`config.mk`:
```
export PLATFORM = sky130hd
export DESIGN_NAME = command_line_tokenizer_top
export DESIGN_NICKNAME = d
export VERILOG_FILES = /design/src/hw/rtl/clt_pkg.sv /design/src/hw/rtl/command_line_tokenizer_top.sv
export SDC_FILE = /design/constraint.sdc
export NUM_CORES = 1
export LEC_CHECK = 0
export BUFFER_PORTS_ARGS = -buffer_cell sky130_fd_sc_hd__buf_2
export CAP_MARGIN = 10
export CORE_UTILIZATION = 25
export CTS_CLUSTER_SIZE = 8
export DETAILED_ROUTE_END_ITERATION = 12
export PLACE_DENSITY_LB_ADDON = 0.3
export SYNTH_ARGS = -nofsm -noshare
export SYNTH_HDL_FRONTEND = slang
export SYNTH_SLANG_ARGS = --single-unit
```
`constraint.sdc`:
```
create_clock -name clk -period 6.4 [get_ports clk]
set_clock_uncertainty 0.1 [all_clocks]
set_input_delay 0 -clock clk [delete_from_list [all_inputs] [get_ports clk]]
set_output_delay 0 -clock clk [all_outputs]
set_load 0.005 [all_outputs]
```
`src/hw/rtl/clt_pkg.sv`:
```
// ----------------------------------------------------------------------------
// clt_pkg: shared types and constants of the command-line tokenizer
// Result kinds, entry capacity, counter widths and the result record.
// ----------------------------------------------------------------------------
`default_nettype none

package clt_pkg;

  localparam int MAX_ENTRIES = 16;
  localparam int CNT_W       = $clog2(MAX_ENTRIES + 1);

  localparam int CHAR_W  = 8;
  localparam int SLOT_W  = 4;
  localparam int NUM_W   = 31;
  localparam int TOTAL_W = 5;

  // tdata widths, padded to whole bytes
  localparam int IN_DATA_W  = 8;
  localparam int OUT_BITS   = SLOT_W + CHAR_W + NUM_W + 2 * TOTAL_W + 1;
  localparam int OUT_DATA_W = ((OUT_BITS + 7) / 8) * 8;

  localparam logic [NUM_W-1:0] VALUE_MAX = {NUM_W{1'b1}};
  localparam int RADIX = 10;

  localparam logic [CHAR_W-1:0] CH_ZERO   = 8'h30;
  localparam logic [CHAR_W-1:0] CH_NINE   = 8'h39;
  localparam logic [CHAR_W-1:0] CH_LOW_A  = 8'h61;
  localparam logic [CHAR_W-1:0] CH_LOW_Z  = 8'h7A;
  localparam logic [CHAR_W-1:0] CH_VIS_LO = 8'h21;
  localparam logic [CHAR_W-1:0] CH_VIS_HI = 8'h7E;
  localparam logic [CHAR_W-1:0] CH_NUL    = 8'h00;
  localparam logic [CHAR_W-1:0] CASE_OFS  = 8'h20;

  typedef enum logic [1:0] {
    KIND_CMD = 2'd0,
    KIND_NUM = 2'd1,
    KIND_SUM = 2'd2
  } kind_t;

  typedef struct packed {
    kind_t                kind;
    logic [SLOT_W-1:0]    slot;
    logic [CHAR_W-1:0]    char_value;
    logic [NUM_W-1:0]     number_value;
    logic [TOTAL_W-1:0]   command_total;
    logic [TOTAL_W-1:0]   number_total;
    logic                 dropped;
    logic                 last;
  } result_t;

endpackage

`default_nettype wire

```
`src/hw/rtl/command_line_tokenizer_top.sv`:
```
// ----------------------------------------------------------------------------
// command_line_tokenizer_top: command-line byte tokenizer
// Uppercases letters and emits visible non-digit characters as command
// entries, folds decimal digit runs into saturated numbers and closes each
// line with a summary of both counts.
//
//   channel | dir | tdata                              | tuser | tlast
//   in_     | in  | char_code                          | -     | end_of_line
//   out_    | out | slot, char_value, number_value,    | kind  | last
//           |     | command_total, number_total,       |       |
//           |     | dropped                            |       |
//
// A byte is decoded in the cycle it is accepted; its results (zero to three)
// go into a three-entry result register that drives the output one beat per
// cycle while out_tready is high. The single output port sets the rate, so
// bytes with at most one result flow at one per cycle while out_tready is high.
// A stalled output holds the result register and deasserts in_tready.
// Synchronous active-low reset clears the line state and the result count.
// ----------------------------------------------------------------------------
`default_nettype none

module command_line_tokenizer_top
  import clt_pkg::*;
(
  input  wire logic                  clk,
  input  wire logic                  rst_n,

  input  wire logic                  in_tvalid,
  output logic                       in_tready,
  input  wire logic [IN_DATA_W-1:0]  in_tdata,   // [7:0] char_code
  input  wire logic                  in_tlast,   // end_of_line

  output logic                       out_tvalid,
  input  wire logic                  out_tready,
  output logic [OUT_DATA_W-1:0]      out_tdata,  // [3:0] slot, [11:4] char_value,
                                                 // [42:12] number_value,
                                                 // [47:43] command_total,
                                                 // [52:48] number_total,
                                                 // [53] dropped, rest zero
  output logic [1:0]                 out_tuser,  // [1:0] kind
  output logic                       out_tlast   // last
);

  // line state
  logic               run_r, run_nxt;
  logic [NUM_W-1:0]   acc_r, acc_nxt;
  logic [CNT_W-1:0]   ccnt_r, ccnt_nxt;
  logic [CNT_W-1:0]   ncnt_r, ncnt_nxt;
  logic               term_r, term_nxt;

  // result register
  result_t            res_r [3];
  result_t            res_nxt [3];
  logic [1:0]         cnt_r, cnt_nxt;

  logic               in_acc, out_pop;

  // decode
  logic [CHAR_W-1:0]  ch;
  logic               live, is_digit, is_lower, is_visible;
  logic [NUM_W+3:0]   prod, sum_v;
  logic [NUM_W-1:0]   acc_after;
  logic               run_after, close_now, close_eol, has_num, has_cmd;
  logic [NUM_W-1:0]   num_val;
  logic               num_drop, cmd_drop;
  logic [CNT_W-1:0]   ncnt_after, ccnt_after;
  logic [SLOT_W-1:0]  num_slot, cmd_slot;
  logic [CHAR_W-1:0]  cmd_char;
  result_t            r_num, r_cmd, r_sum;
  result_t            list [3];
  logic [1:0]         n_res;

  assign ch       = in_tdata[CHAR_W-1:0];
  assign live     = !term_r;
  assign is_digit = (ch >= CH_ZERO) && (ch <= CH_NINE);
  assign is_lower = (ch >= CH_LOW_A) && (ch <= CH_LOW_Z);
  assign is_visible = (ch >= CH_VIS_LO) && (ch <= CH_VIS_HI);

  // acc * 10 as shift-add, then add the digit and saturate
  assign prod  = run_r ? (({4'd0, acc_r} << 3) + ({4'd0, acc_r} << 1)) : '0;
  assign sum_v = prod + {{(NUM_W+4-4){1'b0}}, 4'(ch - CH_ZERO)};

  always_comb begin
    if (live && is_digit) begin
      run_after = 1'b1;
      acc_after = (sum_v > {4'd0, VALUE_MAX}) ? VALUE_MAX : sum_v[NUM_W-1:0];
    end else if (live) begin
      run_after = 1'b0;
      acc_after = '0;
    end else begin
      run_after = run_r;
      acc_after = acc_r;
    end
  end

  // a number closes either on a non-digit byte or at end of line; never both
  assign close_now = live && !is_digit && run_r;
  assign close_eol = in_tlast && run_after;
  assign has_num   = close_now || close_eol;
  assign num_val   = close_now ? acc_r : acc_after;
  assign num_drop  = (32'(ncnt_r) >= MAX_ENTRIES);
  assign num_slot  = num_drop ? '0 : SLOT_W'(ncnt_r);
  assign ncnt_after = (has_num && !num_drop) ? ncnt_r + 1'b1 : ncnt_r;

  assign has_cmd   = live && !is_digit && is_visible;
  assign cmd_char  = is_lower ? ch - CASE_OFS : ch;
  assign cmd_drop  = (32'(ccnt_r) >= MAX_ENTRIES);
  assign cmd_slot  = cmd_drop ? '0 : SLOT_W'(ccnt_r);
  assign ccnt_after = (has_cmd && !cmd_drop) ? ccnt_r + 1'b1 : ccnt_r;

  always_comb begin
    r_num = '{kind: KIND_NUM, slot: num_slot, char_value: '0, number_value: num_val,
              command_total: TOTAL_W'(ccnt_r), number_total: TOTAL_W'(ncnt_after),
              dropped: num_drop, last: 1'b0};
    r_cmd = '{kind: KIND_CMD, slot: cmd_slot, char_value: cmd_char, number_value: '0,
              command_total: TOTAL_W'(ccnt_after), number_total: TOTAL_W'(ncnt_after),
              dropped: cmd_drop, last: 1'b0};
    r_sum = '{kind: KIND_SUM, slot: '0, char_value: '0, number_value: '0,
              command_total: TOTAL_W'(ccnt_after), number_total: TOTAL_W'(ncnt_after),
              dropped: 1'b0, last: 1'b0};
  end

  // pack present results in order: number, command, summary
  always_comb begin
    list[0] = '0;
    list[1] = '0;
    list[2] = '0;
    n_res   = 2'd0;
    if (has_num) begin
      list[n_res] = r_num;
      n_res       = n_res + 2'd1;
    end
    if (has_cmd) begin
      list[n_res] = r_cmd;
      n_res       = n_res + 2'd1;
    end
    if (in_tlast) begin
      list[n_res] = r_sum;
      n_res       = n_res + 2'd1;
    end
    if (n_res != 2'd0) begin
      list[n_res - 2'd1].last = 1'b1;
    end
  end

  // handshake
  assign out_tvalid = (cnt_r != 2'd0);
  assign out_pop    = out_tvalid && out_tready;
  assign in_tready  = (cnt_r == 2'd0) || ((cnt_r == 2'd1) && out_tready);
  assign in_acc     = in_tvalid && in_tready;

  always_comb begin
    run_nxt  = run_r;
    acc_nxt  = acc_r;
    ccnt_nxt = ccnt_r;
    ncnt_nxt = ncnt_r;
    term_nxt = term_r;
    if (in_acc) begin
      if (in_tlast) begin
        run_nxt  = 1'b0;
        acc_nxt  = '0;
        ccnt_nxt = '0;
        ncnt_nxt = '0;
        term_nxt = 1'b0;
      end else begin
        run_nxt  = run_after;
        acc_nxt  = acc_after;
        ccnt_nxt = ccnt_after;
        ncnt_nxt = ncnt_after;
        term_nxt = term_r || (live && (ch == CH_NUL));
      end
    end
  end

  always_comb begin
    res_nxt = res_r;
    cnt_nxt = cnt_r;
    if (in_acc) begin
      res_nxt = list;
      cnt_nxt = n_res;
    end else if (out_pop) begin
      // advance the queue by one beat
      res_nxt[0] = res_r[1];
      res_nxt[1] = res_r[2];
      cnt_nxt    = cnt_r - 2'd1;
    end
  end

  always_ff @(posedge clk) begin
    if (!rst_n) begin
      run_r  <= 1'b0;
      acc_r  <= '0;
      ccnt_r <= '0;
      ncnt_r <= '0;
      term_r <= 1'b0;
      cnt_r  <= 2'd0;
    end else begin
      run_r  <= run_nxt;
      acc_r  <= acc_nxt;
      ccnt_r <= ccnt_nxt;
      ncnt_r <= ncnt_nxt;
      term_r <= term_nxt;
      cnt_r  <= cnt_nxt;
    end
  end

  always_ff @(posedge clk) begin
    res_r <= res_nxt;
  end

  assign out_tuser = res_r[0].kind;
  assign out_tlast = res_r[0].last;
  assign out_tdata = {{(OUT_DATA_W-OUT_BITS){1'b0}},
                      res_r[0].dropped,
                      res_r[0].number_total,
                      res_r[0].command_total,
                      res_r[0].number_value,
                      res_r[0].char_value,
                      res_r[0].slot};

  // ---------------------------------------------------------------------------
  // assertions
  // ---------------------------------------------------------------------------
  a_ready_when_empty: assert property (@(posedge clk) disable iff (!rst_n)
    (cnt_r == 2'd0) |-> in_tready)
    else $error("input stalled with empty result register");

  a_last_only_at_tail: assert property (@(posedge clk) disable iff (!rst_n)
    (cnt_r > 2'd1) |-> !res_r[0].last)
    else $error("last flag ahead of queued results");

  a_summary_is_last: assert property (@(posedge clk) disable iff (!rst_n)
    (out_tvalid && (out_tuser == KIND_SUM)) |-> out_tlast)
    else $error("summary beat without last");

  a_counts_bounded: assert property (@(posedge clk) disable iff (!rst_n)
    (32'(ccnt_r) <= MAX_ENTRIES) && (32'(ncnt_r) <= MAX_ENTRIES))
    else $error("entry counter beyond capacity");

  a_eol_clears: assert property (@(posedge clk) disable iff (!rst_n)
    (in_acc && in_tlast) |=> (ccnt_r == '0) && (ncnt_r == '0) && !run_r && !term_r)
    else $error("line state not cleared after end of line");

endmodule

`default_nettype wire
```
==> results.yml <==
clock_tree:
  cts_root_buf: "clkbuf_16"
  postCtsResizedCells: 0
  cts_made_buffers: 17
  cts_tree: "yes"
  clkLatencyLatePin_ns: 0.44
  cts_htree_levels: 4
  clk_path_buf_depth: 2
  cts_setup_buffers: 0
  cts.sinks: 139
  path_clk_slew_ns: 0.06
routing:
  vias_per_cell: 5.06
  wirelength_um: 29700
  dr_wl_met2_um: 14500
  first_pass_iters: 5
  vias: 8341
  drcViolationCount: 0
  antenna_left: 0
  route.met3.wl_um: 1230
  highest_layer: "met4"
  wl_met1_um: 13400
  drtIter0Drc: 505
  wl_per_cell_um: 18.0
power_and_ir_drop:
  powerDensity_nw_per_um2: 242
  leakagePower_uw: 0.00393
  power_uw: 2590
  ir_drop_mv: 0.170
die:
  pin_count: 74
  die_height_um: 197
  core-area_um2: 37600
  rows: 71
  start_util_pct: 25.4
  die_x_um: 197
  die-area_um2: 39000
global_routing:
  antenna_found_initial: 0
  grt_pass1_vias: 8054
  grt_first_pass_wirelength_um: 45800
  grt_use_total_pct: 15.4
  grt_remaining_overflow: 0
  grt_max_degree: 56
finish:
  nFillCells: 4034
  antenna_cells: 0
  nets: 1183
  syn_to_final_growth_pct: 12.2
  layout.area.seq_um2: 3720
  layout-drive-gt1-share_pct: 11.9
  final_util_pct: 28.5
  final_cells: 1650
  multi_input_area_um2: 5040
place:
  numPlacedInstances: 1607
  place_hpwl_um: 21200
  io_buffer_count: 71
  gp_congestion: 0.869
yosys:
  synth_most_common_cell: "nand2_1"
  syn_area_um2: 9550
  yosys.cell_types.count: 71
  seq_area_frac_synth_pct: 39.0
  synth-edff-count: 94
  syn_inst: 1124
  syn_area_per_cell_um2: 8.49
  netlist.area_leader.share_pct: 29.6
  yosys_warnings: 0
  yosysTopAreaCell: "edfxtp_1"
  synth_common_cells: "nand2_1, o21ai_0, edfxtp_1"
  ys_ff_latch: 139
  synth-main-ff-cell: "edfxtp_1"
  async_reset_ff_share_pct: 0
  ys_top_cells_by_area: "edfxtp_1, dfxtp_1, nand2_1"
sta:
  period_needed_ns: 5.49
  tightest_slew_ns: 0.997
  finalCritPeriodShare_pct: 85.8
  rsz0062_at_grt: "false"
  setup_viol: 0
  slew_headroom_pct: 33.4
  slew_violations: 0
  fmax_mhz: 182
  final.setup.tns_ns: 0
  hold_viol_final: 0
setup_path:
  timing.rr.end: "out_tdata[18]"
  r2r_start: "acc_r[2]"
  worstPathMaxFanout: 38
  path_class: "reg2reg"
  rrSetupSlack_ns: 0.91
  arrival_ns: 5.67
  cp.required_ns: 6.58
  endpoint_kind: "flip-flop"
  startpoint_type: "flip-flop"
  reg2reg_depth: 14
run:
  max_cap_violations: 0
min_path:
  hold_depth: 5
  hold_start: "in_tvalid"
  min_to: "acc_r[16]"
  hp-class: "in2reg"
run_status:
  status: "finished, final reports clean"
[metal layers]
layer / vias up / GRT usage, %
met1: 4054 / 19.8
met2: 198 / 25.9
li1: 4058 / -
met5: - / 0
met3: 31 / 2.49
met4: 0 / 5.25
[registers in the layout, indices dropped and copies added (netlist names)]
name and cells:
acc_r 31, ccnt_r 5, out_tuser 2, run_r 1, res_r 37, ncnt_r 5
out_tlast 1, out_tdata 54, cnt_r 2, term_r 1
[layout by cell type, fill, tap and decap left out, types with 7 or more instances in the layout]
master | Yosys | final
nor2_1 | 84 | 84
nor4_1 | 14 | 14
nor2b_1 | 13 | 13
a31oi_1 | 15 | 15
xor2_1 | 10 | 10
and2_1 | 16 | 16
o21ai_0 | 107 | 107
a21oi_1 | 62 | 62
inv_1 | 29 | 29
or3_1 | 7 | 7
xnor2_1 | 27 | 27
dfxtp_1 | 45 | 45
o211ai_1 | 11 | 11
clkbuf_16 | 0 | 17
a221oi_1 | 8 | 8
nand2_1 | 178 | 177
a21boi_0 | 8 | 8
nand2b_1 | 9 | 9
buf_4 | 58 | 14
a21o_1 | 14 | 14
nand4_1 | 17 | 17
a22o_1 | 7 | 7
ha_1 | 42 | 42
nor3_1 | 21 | 21
nand3_1 | 26 | 26
edfxtp_1 | 94 | 94
o21ai_1 | 20 | 20
dlygate4sd3_1 | 0 | 11
and3_1 | 7 | 7
mux2i_1 | 10 | 10
buf_2 | 5 | 71
a211oi_1 | 13 | 13
[how the worst max path moves through the flow]
stage | from | to | slack, ns | cells after the start
3_3_place_gp | acc_r[2] | out_tdata[17] | 1.03 | 14
5_1_grt | acc_r[2] | out_tdata[18] | 0.52 | 14
2_1_floorplan | run_r | out_tdata[19] | 0.97 | 19
4_1_cts | acc_r[2] | out_tdata[40] | 0.96 | 14
3_5_place_dp | acc_r[2] | out_tdata[40] | 0.98 | 14
6_report | acc_r[2] | out_tdata[18] | 0.91 | 14
[final cells by class]
cell class	count	share of cell area, %
multi-input combinational	842	47.0
clock inverter	13	1.69
tap	511	5.97
clock buffer	19	4.14
sequential	139	34.8
inverter	30	1.05
timing repair buffer	96	5.33
[critical path, cell delays in order (launching register included)]
cell	delay, ns
dfxtp_1	0.37
ha_1	0.22
inv_1	0.06
fa_1	0.40
nand2b_1	0.21
a21o_1	0.21
a21boi_0	0.64
o211a_1	0.30
nand4_1	0.13
or4b_4	0.54
nor4_1	0.72
or4_1	0.22
a31o_2	0.77
o21ai_0	0.21
a31oi_1	0.22
[what timing repair did]
action                                 4_1_cts  5_1_grt
hold buffers                                11        0
setup endpoints to repair                    0        0
endpoints found under the hold margin       33        0
[per-stage QoR]
stage               worst slack (ns)  hold WS (ns)  area, µm²
detailed placement             0.977         0.279       9970
finish                         0.908         0.188      10700
floorplan                      0.974       0.00765       9550
global route                   0.523         0.278      10700
global placement                1.03         0.268       9970
CTS                            0.963         0.189      10700
[cells by family after synthesis]
family,synth area share [%]
AOI/OAI and AO/OA,20.6
xor gates and xnor gates,3.39
adders and majority gates,5.92
buffers and inverters,8.34
DFF,39.0
muxes,1.40
other,0.0393
and+or+nand+nor,21.3
[where the power goes]
group          switching (µW)  internal, µW  leakage, µW
clock                     439           636     0.000303
combinational             239           119      0.00230
sequential               37.8          1120      0.00132
total                     716          1870      0.00393
No activity file was read; power rests on OpenSTA's default activity.
